## src/rtl/rrwp_pkg.sv

```systemverilog
`timescale 1ns / 1ps

package rrwp_pkg;

  localparam int CORDIC_STAGES_DEF = 16;
  localparam int FRACTION_BITS_DEF = 16;

  // Number of tabulated arctangent entries; deeper pipelines stop here.
  localparam int ATAN_ENTRIES = 24;

  // CORDIC gain K in Q30, limit over infinitely many stages.
  localparam int GAIN_W = 30;
  localparam logic [GAIN_W-1:0] GAIN_Q30 = 30'd652032874;

  // Width of the signed distance: 16-bit range plus 16-bit signed offset.
  localparam int DIST_W = 18;

  // Integer bits above the fraction in the rotated x and y words.
  localparam int XW_GUARD = 19;

  // Residual angle width, 2^32 units per turn plus sign and headroom.
  localparam int ZW = 34;

  // Pose terms that ride along the pipeline beside the rotation.
  typedef struct packed {
    logic signed [31:0] pose_x;
    logic signed [32:0] pose_ys;
  } side_t;

  // round(atan(2^-i) * 2^32 / (2*pi))
  function automatic logic [31:0] atan_turn(input logic [4:0] idx);
    logic [31:0] val;
    case (idx)
      5'd0:    val = 32'd536870912;
      5'd1:    val = 32'd316933406;
      5'd2:    val = 32'd167458907;
      5'd3:    val = 32'd85004756;
      5'd4:    val = 32'd42667331;
      5'd5:    val = 32'd21354465;
      5'd6:    val = 32'd10679838;
      5'd7:    val = 32'd5340245;
      5'd8:    val = 32'd2670163;
      5'd9:    val = 32'd1335087;
      5'd10:   val = 32'd667544;
      5'd11:   val = 32'd333772;
      5'd12:   val = 32'd166886;
      5'd13:   val = 32'd83443;
      5'd14:   val = 32'd41722;
      5'd15:   val = 32'd20861;
      5'd16:   val = 32'd10430;
      5'd17:   val = 32'd5215;
      5'd18:   val = 32'd2608;
      5'd19:   val = 32'd1304;
      5'd20:   val = 32'd652;
      5'd21:   val = 32'd326;
      5'd22:   val = 32'd163;
      5'd23:   val = 32'd81;
      default: val = 32'd0;
    endcase
    return val;
  endfunction

endpackage

```

## src/rtl/rrwp_back.sv

```systemverilog
`timescale 1ns / 1ps

module rrwp_back #(
  parameter int FRACTION_BITS = rrwp_pkg::FRACTION_BITS_DEF
) (
  input  logic                                      clk,
  input  logic                                      rst,
  input  logic                                      adv,
  input  logic                                      i_valid,
  input  logic signed [FRACTION_BITS+rrwp_pkg::XW_GUARD-1:0] i_x,
  input  logic signed [FRACTION_BITS+rrwp_pkg::XW_GUARD-1:0] i_y,
  input  rrwp_pkg::side_t                           i_side,
  output logic                                      o_valid,
  output logic signed [31:0]                        o_point_x,
  output logic signed [31:0]                        o_point_y
);

  localparam int FW = FRACTION_BITS + 35;
  localparam int QW = FW - FRACTION_BITS;

  // stage A: add pose in the fixed-point domain
  logic                 sa_valid;
  logic signed [FW-1:0] sa_x;
  logic signed [FW-1:0] sa_y;

  always_ff @(posedge clk) begin
    if (rst) begin
      sa_valid <= 1'b0;
    end else if (adv) begin
      sa_valid <= i_valid;
    end
  end

  always_ff @(posedge clk) begin
    if (adv) begin
      sa_x <= FW'(i_x) + (FW'(i_side.pose_x) <<< FRACTION_BITS);
      sa_y <= FW'(i_y) + (FW'(i_side.pose_ys) <<< FRACTION_BITS);
    end
  end

  // stage B: truncate toward zero, then saturate to 32 bits
  function automatic logic signed [31:0] finish(input logic signed [FW-1:0] v);
    logic signed [QW-1:0] q;
    logic                 round_up;
    logic signed [31:0]   res;
    round_up = v[FW-1] && (|v[FRACTION_BITS-1:0]);
    q = QW'(v >>> FRACTION_BITS) + QW'(round_up);
    if (!q[QW-1] && (|q[QW-2:31])) begin
      res = 32'sh7FFF_FFFF;
    end else if (q[QW-1] && !(&q[QW-2:31])) begin
      res = 32'sh8000_0000;
    end else begin
      res = q[31:0];
    end
    return res;
  endfunction

  always_ff @(posedge clk) begin
    if (rst) begin
      o_valid <= 1'b0;
    end else if (adv) begin
      o_valid <= sa_valid;
    end
  end

  always_ff @(posedge clk) begin
    if (adv) begin
      o_point_x <= finish(sa_x);
      o_point_y <= finish(sa_y);
    end
  end

endmodule

```

## config.mk

```make
export PLATFORM = sky130hd
export DESIGN_NAME = rrwp_back
export DESIGN_NICKNAME = d
export VERILOG_FILES = /design/src/rtl/rrwp_pkg.sv /design/src/rtl/rrwp_back.sv
export SDC_FILE = /design/constraint.sdc
export NUM_CORES = 1
export LEC_CHECK = 0
export BUFFER_PORTS_ARGS = -buffer_cell sky130_fd_sc_hd__buf_4
export CORE_MARGIN = 4
export CORE_UTILIZATION = 40
export DETAILED_ROUTE_END_ITERATION = 6
export PLACE_DENSITY = 0.6
export SLEW_MARGIN = 20
export SYNTH_ARGS = -nofsm -noshare
export SYNTH_HDL_FRONTEND = slang
export SYNTH_SLANG_ARGS = --single-unit
```

## constraint.sdc

```tcl
create_clock -name clk -period 3.9 [get_ports clk]
set_input_delay 0.78 -clock clk [delete_from_list [all_inputs] [get_ports clk]]
set_output_delay 0.78 -clock clk [all_outputs]
set_load 0.01 [all_outputs]
```

======== After elaboration in Yosys (flattened, before gate mapping) ========
Index checks and enable logic that the tools add are counted.
W data, S select, Z words.
storage, ports and cells
  bits in registers ....................... 168
  input bits .............................. 139
  word-level logic and storage cells ...... 28
cells by class
  reduce and logical (&&, ||, !) cells .... 16
  $add $sub $neg .......................... 4
  mux-type cells .......................... 2
operator list
  operator             count
  $add A35 B1 Y35      2
  $mux W32             2
  $add A35 B49 Y50     1
  $add A35 B48 Y49     1
  $reduce_or A16 Y1    2
  $logic_and A1 B1 Y1  6
  $reduce_and A3 Y1    2
  $reduce_or A3 Y1     2
  $logic_not A1 Y1     4

======== Logic depth before layout (Yosys ltp) ========
  word-level depth ........................ 7
  mapped depth ............................ 14
  gate-level depth less buffers ........... 12

======== Worst setup path before layout ========
Ideal clock, no wire load.
  path type ............................... input port to flip-flop
  start ................................... input port i_x[16] (netlist name)
  end ..................................... register sa_x[42], data pin
  buffers on the path ..................... 0
  required time ........................... 3.631 ns
  library setup time ...................... 0.269 ns
  path slack .............................. 0.613 ns
  stages .................................. 11
  arrival time ............................ 3.018 ns
  cells stage by stage .................... ha_1 > fa_1 > a211oi_1 > o21ai_1 > a31oi_1 > o21a_1 > o21ai_1 > or2_1 > a21oi_1 > o31ai_1 > xor2_1
between the ends
  longest elaborated chain between the ends .. 1
RTL lines
  element               line             text
  from (decl)           rrwp_back.sv:10  input logic signed [FRACTION_BITS+rrwp_pkg::XW_GUARD-1:0] i_x,
  $add A35 B48 Y49      rrwp_back.sv:36  sa_x <= FW'(i_x) + (FW'(i_side.pose_x) <<< FRACTION_BITS);
  to (signal assigned)  rrwp_back.sv:36
  to (decl)             rrwp_back.sv:23  logic signed [FW-1:0] sa_x;
Every way passes these cells.
A chain may end at the register's enable or synchronous reset.

======== Worst setup path after layout ========
  start ................................... register sa_y[10]
  end ..................................... register o_point_y[5], data pin
between the ends
  longest elaborated chain between the ends .. 7
  elaborated cells on any way between the ends .. 10
  classes of those cells .................. add/sub: 1; mux: 1; reduce/logical: 8
RTL lines
  element                  line             text
  from (decl)              rrwp_back.sv:24  logic signed [FW-1:0] sa_y;
  from (signal assigned)   rrwp_back.sv:37  sa_y <= FW'(i_y) + (FW'(i_side.pose_ys) <<< FRACTION_BITS);
  $reduce_or A16 Y1 (*)    rrwp_back.sv:46  round_up = v[FW-1] && (|v[FRACTION_BITS-1:0]);
  $logic_and A1 B1 Y1 (*)  rrwp_back.sv:46
  $add A35 B1 Y35 (*)      rrwp_back.sv:47  q = QW'(v >>> FRACTION_BITS) + QW'(round_up);
  $reduce_and A3 Y1        rrwp_back.sv:50  end else if (q[QW-1] && !(&q[QW-2:31])) begin
  $logic_not A1 Y1         rrwp_back.sv:50
  $logic_and A1 B1 Y1      rrwp_back.sv:50
  $mux W32                 rrwp_back.sv:50
  to (signal assigned)     rrwp_back.sv:69  o_point_y <= finish(sa_y);
  to (decl)                rrwp_back.sv:15  output logic signed [31:0] o_point_y
Mark *: on every way between the ends. The rest lies on a longest branch, timed or not.

==> parameters.txt <==
Parameter                              Value

Clock network
  Clk pin slew, worst setup/hold paths    0.06 ns
  Later-pin clock latency in the skew report    0.43 ns
  Hold_buf cts    0
  # Post-CTS Setup Buffers    0
  H-tree depth reported by CTS    4
  CTS max path bufs    2
  Num CTS Buffers    17
  Cell at the root of the clock tree    clkbuf_16
  Post-CTS resize count    0
  Clock sinks    165
  TritonCTS clock tree    yes

Pwr
  Total internal power    3.839 mW
  NetSw    1.504 mW
  Leakage    4.910 nW
  Power density over cell area    433.2 nW/µm²
  Switching Share    0.2815
  Relative contribution of sequential cells to total power    0.460
  Clk pwr share    0.302
  VDD IR max    0.3023 mV
  Gate power share    0.239

Logic synthesis
  Post-synth design cell area    9846 µm²
  Cell with the most instances after synthesis    edfxtp_1
  Mean instance size in the synthesized netlist    11.06 µm²
  Instance count of the mapped netlist    890
  Biggest area consumer among synthesized cells    edfxtp_1
  Commonest cells in the netlist    edfxtp_1 (163), a21oi_1 (104), ha_1 (69)
  Synthesized Nets    1100
  Post-synth ARST share    0
  Synth top area cells    edfxtp_1 (50%), ha_1 (8.8%), xnor2_1 (5.5%), a21oi_1 (5.3%), xor2_1 (4.7%)
  Primary flip-flop cell chosen by synthesis mapping    edfxtp_1
  Sequential element share of the synthesized area    0.5012
  Share of the synthesized area in the top cell type    0.4971
  Flip-flop and latch count after synthesis    165
  Post-synthesis cell type count    66
  Yosys warnings    0
  Post-synth EDFFs    163

GRT
  Number of global-route vias before repair    7061
  Wire length of the first global-routing pass    36380 µm
  Global-route congestion overflow total    0
  Aggregate global-route resource usage    0.1686
  Pin count of the biggest net entering global routing    74
  Initial antenna violation count    0

Flow run
  Maximum capacitance violations    0

Worst setup path
  Critical path data arrival time    3.74 ns
  Highest net fanout along the worst path    31
  Worst Path Class, Setup    register to register
  Critical path startpoint category    register
  Setup crit end kind    register
  CP required    4.06 ns

Floorplan
  Width of the die    164.9 µm
  Floorplan row count    57
  I/O pins    204
  Initial core utilization    0.4060
  CORE AREA    24250 µm²
  Die area    27190 µm²
  Die outline height    164.9 µm

Worst hold path
  Path category of the worst min-delay check    register to register

Layout
  Cell Count, Final, Fillers Out    1435
  Share of post-route cells with drive strength above 1    0.2385
  Diodes inserted    0
  Final net count    1309
  Area growth from synthesis to final layout    25.29%

STA
  RSZ-0062 raised after global routing    false
  Remaining max-slew budget at the tightest pin    0.5212
  Final period demand of the worst path    3.585 ns
  Final setup violating endpoints    0
  Setup TNS    0 ns
  Final count of hold timing violations    0
  Slew at the pin with the worst max-slew slack    0.7181 ns
  F_max    0.2790 GHz
  Ratio of final minimum period to clock period    0.9192
  Max Slew Vio Count    0
  Clock skew after layout    0.006956 ns

Placed design
  PortBufs    203
  Half-perimeter wire length after placement    17710 µm
  Number of placed instances with taps included    1404
  Routability-driven placement congestion ratio    0.8615

Routing
  First-pass iteration count of the detailed router    4
  Vias per cell    5.170
  Routed wire length    22950 µm
  Iteration-0 DRC Markers    425
  Overall via count from detail_route    7419
  Count of nets left with antenna violations after detail routing    0
  DRC violations left    0
  Routed len/inst    15.99 µm

Status
  Result of the run    finished, final reports clean
-- placed cells by master, fill, tap and decap left out, drive strengths merged, types with 21 or more instances in the layout --
cell type / Yosys / routed
xnor2: 62 / 62
o21ai: 56 / 56
ha: 69 / 69
nand2: 49 / 49
edfxtp: 163 / 163
xor2: 53 / 53
a21o: 31 / 31
nor2: 55 / 55
inv: 27 / 29
nand4: 21 / 21
buf: 15 / 214
nand3: 36 / 36
a21oi: 105 / 105
-- routing by layer --
layer / up-vias / track usage / part of all wire
met5: - / 0 / 0
met1: 3406 / 0.2505 / 0.49
met3: 23 / 0.02995 / 0.049
met4: 0 / 0.05595 / 0.017
met2: 213 / 0.2488 / 0.44
li1: 3777 / - / -
-- power groups by stage --
| stage | clock network [mW] | logic [mW] | registers (mW) |
|---|---|---|---|
| 2_1_floorplan | 0 | 0.735 | 2.49 |
| 3_3_place_gp | 0 | 1.27 | 2.49 |
| 3_5_place_dp | 0 | 1.28 | 2.50 |
| 4_1_cts | 1.65 | 1.29 | 2.46 |
| 5_1_grt | 1.74 | 1.43 | 2.48 |
| 6_report | 1.61 | 1.28 | 2.46 |
-- flip-flops by register name, summed over array words and instances (netlist names) --
name,count
o_point_y,32
sa_x,49
o_valid,1
sa_y,50
o_point_x,32
sa_valid,1
-- worst paths after layout --
check / from / slack (ns) / end / cells past startpoint
min reg2reg: sa_valid / 0.51 / o_valid / 2
min: sa_valid / 0.51 / o_valid / 2
max: sa_y[10] / 0.32 / o_point_y[5] / 12
max reg2reg: sa_y[10] / 0.32 / o_point_y[5] / 12
-- final cells by class --
type	count	area, µm²
multi-input cells	674	4710
well taps	324	405.4
clock buffers	18	429.2
flip-flops and latches	165	4935
fillers	2263	11910
clock inverters	13	132.6
repair buffers	214	1623
inverters	27	101.3
-- worst max-delay path, stage by stage, from the launching register on --
cell and delay [ns]:
edfxtp_1 0.36, nor4_1 0.36, a41oi_1 0.19, ha_1 0.23, ha_1 0.23, and3_1 0.19, and4_1 0.33, and2_1 0.29
nand3_1 0.22, o22ai_1 0.12, a221oi_2 0.28, buf_4 0.35, o21ai_1 0.13
-- through the flow --
step	hold WS (ns)	setup slack (ns)	utilization	area, µm²	total power, mW
after global placement	0.4800	0.2033	0.4856	11770	3.765
after global routing	0.5037	0.1477	0.5087	12340	5.651
after CTS	0.4961	0.3218	0.5087	12340	5.403
final	0.5093	0.3152	0.5087	12340	5.343
after floorplan	0.4601	0.6135	-	9846	3.230
after detailed placement	0.4922	0.1209	0.4856	11770	3.778
-- cells by family (layout without fill, tap and decap cells) --
family,after synthesis,after routing,synth area share
buf+inv,51,272,0.02186
fa+ha+maj,71,71,0.09175
flops,165,165,0.5012
compound gates,250,250,0.1577
mux,3,3,0.003050
xor+xnor,115,115,0.1023
simple gates,235,235,0.1221
(Power assumes the default switching activity.)
