--- src/rtl/rrwp_pkg.sv ---
`timescale 1ns / 1ps

package rrwp_pkg;

  localparam int CORDIC_STAGES_DEF = 16;
  localparam int FRACTION_BITS_DEF = 16;

  // Number of tabulated arctangent entries; deeper pipelines stop here.
  localparam int ATAN_ENTRIES = 24;

  // CORDIC gain K in Q30, limit over infinitely many stages.
  localparam int GAIN_W = 30;
  localparam logic [GAIN_W-1:0] GAIN_Q30 = 30'd652032874;

  // Width of the signed distance: 16-bit range plus 16-bit signed offset.
  localparam int DIST_W = 18;

  // Integer bits above the fraction in the rotated x and y words.
  localparam int XW_GUARD = 19;

  // Residual angle width, 2^32 units per turn plus sign and headroom.
  localparam int ZW = 34;

  // Pose terms that ride along the pipeline beside the rotation.
  typedef struct packed {
    logic signed [31:0] pose_x;
    logic signed [32:0] pose_ys;
  } side_t;

  // round(atan(2^-i) * 2^32 / (2*pi))
  function automatic logic [31:0] atan_turn(input logic [4:0] idx);
    logic [31:0] val;
    case (idx)
      5'd0:    val = 32'd536870912;
      5'd1:    val = 32'd316933406;
      5'd2:    val = 32'd167458907;
      5'd3:    val = 32'd85004756;
      5'd4:    val = 32'd42667331;
      5'd5:    val = 32'd21354465;
      5'd6:    val = 32'd10679838;
      5'd7:    val = 32'd5340245;
      5'd8:    val = 32'd2670163;
      5'd9:    val = 32'd1335087;
      5'd10:   val = 32'd667544;
      5'd11:   val = 32'd333772;
      5'd12:   val = 32'd166886;
      5'd13:   val = 32'd83443;
      5'd14:   val = 32'd41722;
      5'd15:   val = 32'd20861;
      5'd16:   val = 32'd10430;
      5'd17:   val = 32'd5215;
      5'd18:   val = 32'd2608;
      5'd19:   val = 32'd1304;
      5'd20:   val = 32'd652;
      5'd21:   val = 32'd326;
      5'd22:   val = 32'd163;
      5'd23:   val = 32'd81;
      default: val = 32'd0;
    endcase
    return val;
  endfunction

endpackage

--- src/rtl/rrwp_cordic_stage.sv ---
`timescale 1ns / 1ps

module rrwp_cordic_stage #(
  parameter int FRACTION_BITS = rrwp_pkg::FRACTION_BITS_DEF,
  parameter int IDX           = 0
) (
  input  logic                                      clk,
  input  logic                                      rst,
  input  logic                                      adv,
  input  logic                                      i_valid,
  input  logic signed [FRACTION_BITS+rrwp_pkg::XW_GUARD-1:0] i_x,
  input  logic signed [FRACTION_BITS+rrwp_pkg::XW_GUARD-1:0] i_y,
  input  logic signed [rrwp_pkg::ZW-1:0]            i_z,
  input  rrwp_pkg::side_t                           i_side,
  output logic                                      o_valid,
  output logic signed [FRACTION_BITS+rrwp_pkg::XW_GUARD-1:0] o_x,
  output logic signed [FRACTION_BITS+rrwp_pkg::XW_GUARD-1:0] o_y,
  output logic signed [rrwp_pkg::ZW-1:0]            o_z,
  output rrwp_pkg::side_t                           o_side
);

  localparam int XW = FRACTION_BITS + rrwp_pkg::XW_GUARD;
  localparam logic signed [rrwp_pkg::ZW-1:0] ATAN =
    $signed({2'b00, rrwp_pkg::atan_turn(5'(IDX))});

  logic signed [XW-1:0]           dx;
  logic signed [XW-1:0]           dy;
  logic signed [XW-1:0]           x_next;
  logic signed [XW-1:0]           y_next;
  logic signed [rrwp_pkg::ZW-1:0] z_next;

  // rotate toward zero residual angle; arithmetic shift is the floor
  always_comb begin
    dx = i_y >>> IDX;
    dy = i_x >>> IDX;
    if (!i_z[rrwp_pkg::ZW-1]) begin
      x_next = i_x - dx;
      y_next = i_y + dy;
      z_next = i_z - ATAN;
    end else begin
      x_next = i_x + dx;
      y_next = i_y - dy;
      z_next = i_z + ATAN;
    end
  end

  always_ff @(posedge clk) begin
    if (rst) begin
      o_valid <= 1'b0;
    end else if (adv) begin
      o_valid <= i_valid;
    end
  end

  always_ff @(posedge clk) begin
    if (adv) begin
      o_x    <= x_next;
      o_y    <= y_next;
      o_z    <= z_next;
      o_side <= i_side;
    end
  end

endmodule

--- config.mk ---
export PLATFORM = sky130hd
export DESIGN_NAME = rrwp_cordic_stage
export DESIGN_NICKNAME = d
export VERILOG_FILES = /design/src/rtl/rrwp_pkg.sv /design/src/rtl/rrwp_cordic_stage.sv
export SDC_FILE = /design/constraint.sdc
export NUM_CORES = 1
export LEC_CHECK = 0
export ABC_AREA = 1
export BUFFER_PORTS_ARGS = -buffer_cell sky130_fd_sc_hd__buf_2
export CAP_MARGIN = 10
export CORE_MARGIN = 3
export CORE_UTILIZATION = 34
export CTS_CLUSTER_DIAMETER = 50
export DETAILED_ROUTE_END_ITERATION = 10
export HOLD_SLACK_MARGIN = 0.05
export PLACE_DENSITY = 0.58
export SYNTH_ARGS = -nofsm -noshare
export SYNTH_HDL_FRONTEND = slang
export SYNTH_SLANG_ARGS = --single-unit
--- constraint.sdc ---
create_clock -name clk -period 1.75 [get_ports clk]
set_input_delay 0.175 -clock clk [delete_from_list [all_inputs] [get_ports clk]]
set_output_delay 0.175 -clock clk [all_outputs]
set_load 0.02 [all_outputs]
* After elaboration in Yosys (flattened, before gate mapping)
Cells that the tools add are included.
** Word-level totals
- Flip-flop bits (word level) :: 170
- Bits in latches :: 0
- RAM bits :: 0
- Memory bits (read-only) :: 0
- Input port bits :: 173
- Output and inout bits :: 170
- Word-level logic and storage cells :: 14
- Memories :: 0
** Cells by class
- $add $sub $neg :: 5
- $mul :: 0
- Divide/modulo/power cells :: 0
- Magnitude comparators :: 0
- Equality and inequality tests :: 0
- Shift-type cells :: 0
- Muxes and demuxes :: 3
- Bitwise gates (word level) :: 0
- Reductions and logical operators :: 0
** Operators with widths (number)
- 35-bit 2-to-1 mux :: 2
- 35-bit subtractor :: 2
- 35-bit adder :: 1
- 34-bit by 31-bit adder with 34-bit output, second input constant :: 1
- 34-bit 2-to-1 mux :: 1
- 34-bit by 31-bit subtractor with 34-bit output, second input constant :: 1

* Longest topological paths before layout
Gate-level depths: netlist of run 1.
- Depth after elaboration :: 2
- Depth in mapped cells :: 17
- Gate-level depth less buffers :: 17

* Worst setup path after synthesis of run 1
Ideal clock, no wire load.
- Path type :: input port to flip-flop
- Start :: input i_x[0] (netlist bit)
- End :: register o_y[32] (netlist bit), data pin
- Setup time :: 0.254 ns
- Arrival time :: 1.649 ns
- Data required time :: 1.496 ns
- Slack :: -0.152 ns
- Stages on the path :: 15
- Path buffers :: 0
- Cell sequence :: ha_1 -> inv_1 -> fa_1 -> inv_1 -> nand3_1 -> nand3_1 -> nand2_1 -> nand2_1 -> nand2_1 -> nand2_1 -> nand3_1 -> nand2_1 -> nand2_1 -> nand3_1 -> nand2_1
** On the way
- Word-level cells in the longest chain between the ends :: 2
- Elaborated cells on any way between the ends :: 3
- Classes of those cells :: 2 x add/sub; 1 x mux
** RTL lines
- from (decl) :: line rrwp_cordic_stage.sv:11 : input logic signed [FRACTION_BITS+rrwp_pkg::XW_GUARD-1:0] i_x,
- 35-bit adder / 35-bit subtractor (equally long branches) :: line rrwp_cordic_stage.sv:38, rrwp_cordic_stage.sv:42
- 35-bit 2-to-1 mux (*) :: line rrwp_cordic_stage.sv:36 : if (!i_z[rrwp_pkg::ZW-1]) begin
- via y_next[32] :: line rrwp_cordic_stage.sv:29 : logic signed [XW-1:0] y_next;
- to (signal assigned) :: line rrwp_cordic_stage.sv:58 : o_y <= y_next;
- to (decl) :: line rrwp_cordic_stage.sv:17 : output logic signed [FRACTION_BITS+rrwp_pkg::XW_GUARD-1:0] o_y,
Mark *: on every way through the listed nets, which the timed path passes. The rest lies on a longest branch.
A chain may end at the register's enable or synchronous reset.

* Worst setup path in the final report of run 1
- Start :: input i_x[15] (netlist bit)
- End :: register o_y[24] (netlist bit), data pin
The elaborated chain is that of the path after synthesis.

==> results of run 1 <==
-- how the worst max path moves through the flow --
stage,start,end,slack (ps)
4_1_cts,i_y[0],o_y[14]$_DFFE_PP_,1
2_1_floorplan,i_x[11],o_y[34]$_DFFE_PP_,-20
5_1_grt,i_x[15],o_y[32]$_DFFE_PP_,-90
3_5_place_dp,i_x[24],o_x[33]$_DFFE_PP_,-750
3_3_place_gp,i_x[20],o_y[31]$_DFFE_PP_,-710
6_report,i_x[15],o_y[24]$_DFFE_PP_,30
-- per-layer routing --
| metal | vias up | track usage (%) |
|---|---|---|
| met5 | - | 0 |
| met4 | 0 | 10.5 |
| met3 | 105 | 3.46 |
| met2 | 545 | 44.5 |
| met1 | 6712 | 33.2 |
| li1 | 6994 | - |
-- cell families after synthesis --
| kind of cell | count (synthesis) |
|---|---|
| XOR/XNOR | 26 |
| buffers and inverters | 279 |
| AND/OR/NAND/NOR | 780 |
| flip-flops | 169 |
| AO/OA/AOI/OAI | 286 |
| adder cells (fa/ha/maj) | 111 |
| multiplexers | 1 |
-- power by group through the flow --
stage / logic (mW) / registers (mW) / clock network (mW)
after floorplan: 2.09 / 5.75 / 0
after global placement: 5.14 / 5.22 / 0
after detailed placement: 5.19 / 5.22 / 0
after CTS: 5.49 / 5.14 / 4.37
after global routing: 6.39 / 5.17 / 4.53
final: 5.92 / 5.13 / 4.29
-- placed cells by master, fill, tap and decap left out, types with 4 or more instances in the layout --
| cell | netlist | final |
|---|---|---|
| inv_1 | 223 | 197 |
| o21ai_2 | 1 | 11 |
| o211ai_1 | 5 | 5 |
| a21o_1 | 9 | 8 |
| inv_6 | 0 | 5 |
| o22ai_1 | 8 | 8 |
| buf_6 | 1 | 4 |
| nor2_1 | 134 | 92 |
| nor2_2 | 14 | 42 |
| a21oi_2 | 5 | 32 |
| buf_2 | 8 | 339 |
| buf_4 | 25 | 352 |
| dlygate4sd3_1 | 0 | 97 |
| o21ai_1 | 23 | 34 |
| edfxtp_1 | 168 | 168 |
| buf_12 | 0 | 6 |
| o21ai_0 | 81 | 60 |
| ha_4 | 0 | 30 |
| nor3_2 | 5 | 9 |
| nand3_2 | 2 | 14 |
| ha_1 | 107 | 75 |
| nor2_4 | 1 | 15 |
| nand4_1 | 10 | 10 |
| inv_2 | 9 | 35 |
| nand2_2 | 8 | 60 |
| xor2_1 | 25 | 24 |
| nor3_1 | 13 | 4 |
| a21oi_1 | 127 | 99 |
| nand3_1 | 155 | 141 |
| nand2_4 | 1 | 7 |
| clkbuf_16 | 0 | 17 |
| bufinv_16 | 0 | 4 |
| nand2_1 | 427 | 369 |
| nor3_4 | 0 | 5 |
| o21bai_1 | 15 | 14 |
-- state kept, by name (all words and copies together) (netlist names) --
register and flops:
o_y 34, o_x 35, o_valid 1, o_z 34, o_side 65
-- layout make-up --
class                   instances  area share, %
well taps                     468           2.88
diodes                          2         0.0246
repair buffers                799           27.0
flip-flops and latches        169           24.9
multi-input cells            1204           37.6
inverters                     234           4.34
clock buffers                  19           2.18
clock inverters                13          0.998
-- through the flow --
step           hold WS [ps]  power, mW  area [sq um]  setup TNS (ps)  util, %
6_report                109       15.3         20300               0     55.2
5_1_grt                 116       16.1         20300            -577     55.2
4_1_cts                90.0       15.0         19500               0     52.9
3_5_place_dp            351       10.4         17600          -34140     47.8
3_3_place_gp            347       10.4         17600          -33490     47.8
2_1_floorplan           247       7.84         12900            -109        -
-- worst reg2reg max path: cells and delay by family (launching register included) --
| family | cells | cell delay, ps |
|---|---|---|
| buffers and inverters | 1 | 580 |
| flip-flops | 1 | 310 |
| multiplexers | 1 | 140 |
| AND/OR/NAND/NOR | 1 | 80 |
-- repair_timing --
item | CTS | global route
endpoints found under the hold margin | 96 | 0
pin swaps | 10 | 39
setup endpoints to repair | 47 | 54
gates resized for setup | 66 | 207
gates cloned | 0 | 0
buffers inserted | 4 | 10
hold buffers | 97 | 0
==> metrics.md, run 1 <==
| Metric | Value |
|---|---|
| Cell count after placement | `2763` |
| Total gr overflow | `0` |
| Vias in the first global route | `14310` |
| R2r worst-path depth | `3` |
| Clk sink count | `169` |
| IO Pins | `343` |
| Met3 wire len | `3190 microns` |
| Place WS | `-750 ps` |
| Worst-path clk slew | `80 ps` |
| Clock buffer depth | `2` |
| Synth cell types | `46` |
| RSZ-0062 raised after global routing | `true` |
| Critical Path Stages | `13` |
| CP Class | `in2reg` |
| Min-delay src | `i_z[30]` |
| Share of layout cells above drive strength 1 | `41.6%` |
| Largest cells by area after synthesis | `edfxtp_1 40%, nand2_1 13%, ha_1 10%` |
| Sequential fraction of design power | `33.5%` |
| Final setup vio count | `0` |
| Worst Tran Pin Value | `440 ps` |
| Die height | `200 microns` |
| Status | `finished clean` |
| Number of remaining DRC errors | `0` |
| Tot GR Track Use | `26.0%` |
| TritonCTS clock tree | `built` |
| EDFF count, synth | `168` |
| Post-synth top area share | `39.6%` |
| Commonest cells in the synthesized netlist | `427 x nand2_1, 223 x inv_1, 168 x edfxtp_1, 155 x nand3_1, 134 x nor2_1` |
| Sw power | `5.44 mW` |
| Syn_nets | `1936` |
| Cell Area, Synth | `12800 sq um` |
| Worst Skew | `0 ps` |
| WP data required | `1960 ps` |
| Most frequent cell after synthesis | `nand2_1` |
| Final Cycle Share | `98.3%` |
| FF-to-FF setup slack | `530 ps` |
| CP max FO | `6` |
| Sequential share of the synthesized area | `39.7%` |
| Critical path startpoint category | `primary input` |
| WL per Instance | `18.6 microns` |
| DRT iter0 DRCs | `1051` |
| Largest family of logic cells by synthesized area | `simple AND/OR/NAND/NOR gates` |
| Compound-Gate Fraction of Synth Area | `12.3%` |
| Max Freq | `0.581 GHz` |
| Post-Layout Cell Count | `2908` |
| Core Region | `36800 sq um` |
| Hold Crit Endpoint | `o_z[30]$_DFFE_PP_` |
| Peak supply drop | `0.621 mV` |
| R2r startpoint | `o_valid$_SDFFE_PP0P_` |
| Synth area leader | `edfxtp_1` |
| LEAKAGE | `9.86 nW` |
| Largest net degree at the start of global routing | `66` |
| Mux cell area share after synthesis | `0.0785%` |
| Crit path cell chain | `buf_2, inv_1, ha_4, buf_8, a21oi_1, o21ai_0, buf_4, a21oi_1, nand2_2, nand2_1, nand3_1, nand3_1, nand2_1` |
| P_int | `9.91 mW` |
| Post-DRT Antenna Nets | `0` |
| Register area | `5060 sq um` |
| Total Wirelength | `54000 microns` |
| Crit-path max cell delay | `260 ps` |
| Max-cap violations | `0` |
| Dpl hpwl | `42700 microns` |
| H-tree depth | `4` |
| PwrDens | `755 nW/um^2` |
| Hold path depth | `2` |
| Setup ws final | `29.1 ps` |
| Die width | `200 microns` |
| Die ar. | `39900 sq um` |
| Met1 wire length | `22900 microns` |
| Yosys warns | `0` |
| Worst path top cell family by delay | `compound AO/OA/AOI/OAI gates` |
| Xor and xnor area share after synthesis | `1.79%` |
| CTS root buffer | `clkbuf_16` |
| Critical Path End Type | `flip-flop` |
| Top FF cell, synth | `edfxtp_1` |
| Worst skew pair latency | `450 ps` |
| Type of the worst min-delay path | `in2reg` |
| Clock Power Share | `28.0%` |
| Post-synthesis simple-gate area fraction | `26.0%` |
| DR vias | `14356` |
| Filler cell count | `3371` |
| Reg-to-Reg End | `o_valid$_SDFFE_PP0P_` |
| DR top layer | `met4` |
| Critical path's slowest cell | `a21oi_1` |
| First-pass GRT wire length | `78600 microns` |
| Met2 wire len | `25800 microns` |
| Slew Limit Fails | `0` |
| Initial Util | `34.7%` |
| Syn avg cell area | `7.72 sq um` |
| Via/cell ratio | `4.94` |
| CP bufs+invs | `4` |
| Area taken by multi-input logic gates | `7640 sq um` |
| Number of synthesized register bits | `169` |
| Nets | `2709` |
| Fin crit period | `1720 ps` |
| Initial antenna violation count | `2` |
| Initial DRT Pass Iterations | `5` |
| Synth Area in Adders | `11.1%` |
| GP Congestion | `0.962` |
| Layout area overhead | `59.3%` |
| Cells after Synth | `1652` |
| Logic pwr share | `38.6%` |
| Port bufs | `342` |
| CTS buffer count | `17` |
| Slew HR | `70.6%` |
| Post-synth ARST share | `0%` |
| Sw frac | `35.4%` |
| Row Count | `70` |
| Worst path arrival time | `1930 ps` |
| Hold Fails Final Rpt | `0` |
Power figures use the tool's default switching activity.
==> run 2: changes to the inputs <==
--- a/config.mk
+++ b/config.mk
@@ -5,7 +5,6 @@
 export SDC_FILE = /design/constraint.sdc
 export NUM_CORES = 1
 export LEC_CHECK = 0
-export ABC_AREA = 1
 export BUFFER_PORTS_ARGS = -buffer_cell sky130_fd_sc_hd__buf_2
 export CAP_MARGIN = 10
 export CORE_MARGIN = 3
@@ -13,7 +12,7 @@
 export CTS_CLUSTER_DIAMETER = 50
 export DETAILED_ROUTE_END_ITERATION = 10
 export HOLD_SLACK_MARGIN = 0.05
-export PLACE_DENSITY = 0.58
+export PLACE_DENSITY = 0.59
 export SYNTH_ARGS = -nofsm -noshare
 export SYNTH_HDL_FRONTEND = slang
 export SYNTH_SLANG_ARGS = --single-unit
==> run 2 against run 1 <==
The flow now finishes with violations (negative setup slack). Fmax is 33% lower. Clock power is 9.3% lower. Global-route usage is 0.26 points lower. Synthesized area is 10% lower. Clock skew stayed put. Combinational power hardly changed. Critical path depth is 1 lower. Sequential cell count stayed put. Power is 1.9% lower. Synthesized cell count is 32% lower. Utilization is 5.1 points higher. First-iteration DRC count is 21% lower. Highest routed layer is now met5.
==> metrics.md, run 2 <==
| Metric | Value |
|---|---|
| R2r worst-path depth | `3` |
| Most frequent cells in the layout | `392 x buf_4, 331 x buf_2, 168 x edfxtp_1, 103 x a21oi_1, 97 x dlygate4sd3_1` |
| Hold path depth | `2` |
| DR vias | `12327` |
| FF-to-FF setup slack | `610 ps` |
| Initial DRT Pass Iterations | `5` |
| Tot GR Track Use | `25.7%` |
| Peak supply drop | `0.676 mV` |
| Dpl hpwl | `36100 microns` |
| Post-Layout Cell Count | `2427` |
| Final setup vio count | `56` |
| Design area | `19800 sq um` |
| Port bufs | `342` |
| Top FF cell, synth | `edfxtp_1` |
| Critical path startpoint category | `primary input` |
| Slew HR | `62.2%` |
| Crit path cell chain | `buf_12, inv_12, ha_4, or3_4, or4_4, a21oi_4, o311ai_4, a2111oi_4, o21ai_4, o311ai_4, a22oi_2, xor2_1` |
| Cell Area, Synth | `11400 sq um` |
| R2r startpoint | `o_valid$_SDFFE_PP0P_` |
| EDFF count, synth | `168` |
| Sequential fraction of design power | `34.7%` |
| Max-cap violations | `0` |
| WL per Instance | `19.7 microns` |
| Violated checks | `negative setup slack` |
| Cells after Synth | `1131` |
| Synth area leader | `edfxtp_1` |
| Filler cell count | `2692` |
| Layout area overhead | `73.3%` |
| Sw power | `5.37 mW` |
| Sequential share of the synthesized area | `44.4%` |
| DRT iter0 DRCs | `827` |
| Total Wirelength | `47900 microns` |
| Syn avg cell area | `10.1 sq um` |
| Initial Util | `34.8%` |
| Worst skew pair latency | `440 ps` |
| Clk sink count | `169` |
| Clock buffer depth | `2` |
| Post-synth top area share | `44.2%` |
| Post-DP Area | `16800 sq um` |
| Hold Fails Final Rpt | `0` |
| GP Congestion | `0.970` |
| Max reg flops | `65` |
| Number of synthesized register bits | `169` |
| Post-synth ARST share | `0%` |
| Final hold slack | `117 ps` |
| Largest cells by area after synthesis | `edfxtp_1 44%, ha_1 12%, a21oi_1 6.3%` |
| Worst-path clk slew | `80 ps` |
| Crit-path max cell delay | `430 ps` |
| Nets | `2255` |
| Share of layout cells above drive strength 1 | `50.6%` |
| WP data required | `1940 ps` |
| Cell count after placement | `2252` |
| Die height | `189 microns` |
| Biggest regs | `o_side (65), o_x (35)` |
| Most frequent cell after synthesis | `edfxtp_1` |
| Sw frac | `35.6%` |
| Final Cycle Share | `147%` |
| Type of the worst min-delay path | `in2reg` |
| Largest net degree at the start of global routing | `46` |
| RSZ-0062 raised after global routing | `true` |
| Min-delay src | `i_z[30]` |
| Die ar. | `35800 sq um` |
| Place WS | `-1440 ps` |
| Status | `finished with violations` |
| Row Count | `66` |
| Core Region | `32800 sq um` |
| Slew Limit Fails | `0` |
| Pwr Total | `15.1 mW` |
| Worst Tran Pin Value | `564 ps` |
| Fin crit period | `2570 ps` |
| IO Pins | `343` |
| CP max FO | `4` |
| Syn_nets | `1415` |
| Critical Path End Type | `flip-flop` |
| Number of remaining DRC errors | `0` |
| P_int | `9.69 mW` |
| H-tree depth | `4` |
| CTS root buffer | `clkbuf_16` |
| PwrDens | `761 nW/um^2` |
| Commonest non-fill, non-tap cell in the layout | `buf_4` |
| Die width | `189 microns` |
| Via/cell ratio | `5.08` |
| First-pass GRT wire length | `71400 microns` |
| Post-DRT Antenna Nets | `0` |
| Initial antenna violation count | `3` |
| Setup ws final | `-815 ps` |
| Commonest cells in the synthesized netlist | `168 x edfxtp_1, 144 x a21oi_1, 107 x ha_1, 102 x inv_1, 68 x nor2_1` |
| Yosys warns | `0` |
| Synth cell types | `74` |
| Total gr overflow | `0` |
| Critical path's slowest cell | `or4_4` |
| Vias in the first global route | `12435` |
| Crit-path most repeated cell | `o311ai_4` |
| Crit path from | `i_x[9]` |
| LEAKAGE | `9.04 nW` |
| Worst path arrival time | `2750 ps` |
| Max Freq | `0.390 GHz` |
| Logic pwr share | `39.4%` |
| TritonCTS clock tree | `built` |
| Clock Power Share | `25.9%` |
| Worst Skew | `0 ps` |
| Reg with most FFs | `o_side` |
| CP Class | `in2reg` |
| CTS buffer count | `17` |
-- run 2: cell count changes after synthesis, moves of 22 or more --
cell / delta
buf_4: -24
clkbuf_1: +27
inv_1: -121
nand2_1: -381
nand3_1: -138
nor2_1: -66
o21ai_1: -22
xnor2_1: +54
-- run 2: per-layer routing --
| layer | global-route usage, % | wire, microns | up-vias |
|---|---|---|---|
| li1 | - | - | 5823 |
| met1 | 31.1 | 19100 | 5950 |
| met2 | 46.7 | 24400 | 467 |
| met3 | 4.17 | 2870 | 83 |
| met4 | 8.25 | 1400 | 4 |
| met5 | 0 | 23 | - |
-- run 2: cells by family (layout without fill, tap and decap cells) --
kind of cell,after synthesis,after routing,synth area share (%)
AOI/OAI and AO/OA,375,375,21.2
and+or+nand+nor,242,242,10.6
DFF,169,169,44.4
buffers and inverters,155,1008,5.23
adders and majority gates,111,111,12.4
xor gates and xnor gates,64,64,4.91
muxes,15,15,1.31
other,0,1,0
-- run 2: final timing paths --
| check | end |
|---|---|
| hold / removal | o_z[30]$_DFFE_PP_ |
| setup / recovery | o_y[31]$_DFFE_PP_ |
| hold reg to reg | o_valid$_SDFFE_PP0P_ |
| setup reg to reg | o_valid$_SDFFE_PP0P_ |
-- run 2: cell type report --
type | count | area [sq um] | share of cell area, %
flip-flops and latches | 169 | 5060 | 25.6
clock buffers | 18 | 429 | 2.17
clock inverters | 14 | 151 | 0.765
well taps | 442 | 553 | 2.80
diodes | 1 | 2.50 | 0.0126
multi-input cells | 807 | 6920 | 35.0
repair buffers | 871 | 6220 | 31.5
inverters | 105 | 440 | 2.23
-- run 2: power by group through the flow --
stage | Sequential, mW | Clock [mW] | Combinational, mW
final | 5.23 | 3.89 | 5.94
after global routing | 5.27 | 4.13 | 6.33
after CTS | 5.22 | 3.96 | 5.61
after detailed placement | 5.31 | 0 | 5.01
after global placement | 5.30 | 0 | 4.98
after floorplan | 5.90 | 0 | 1.91
-- run 2: repair_timing --
| action | CTS | global route |
|---|---|---|
| resized for setup | 156 | 105 |
| setup endpoints to repair | 58 | 57 |
| setup buffers | 32 | 25 |
| pin swaps | 74 | 76 |
| hold buffers | 97 | 0 |
| endpoints found under the hold margin | 96 | 0 |
-- run 2: metrics by stage --
stage	util (%)	setup TNS, ps
after global routing	60.3	-33070
final	60.3	-29430
after CTS	58.7	-28470
after global placement	51.2	-60480
after detailed placement	51.2	-61850
after floorplan	-	-35280
-- run 2: worst max-delay path: cells and delay by family --
family,cells,cell delay (ps)
simple gates,2,820
compound gates,6,1260
fa+ha+maj,1,190
buf+inv,2,150
xor+xnor,1,160
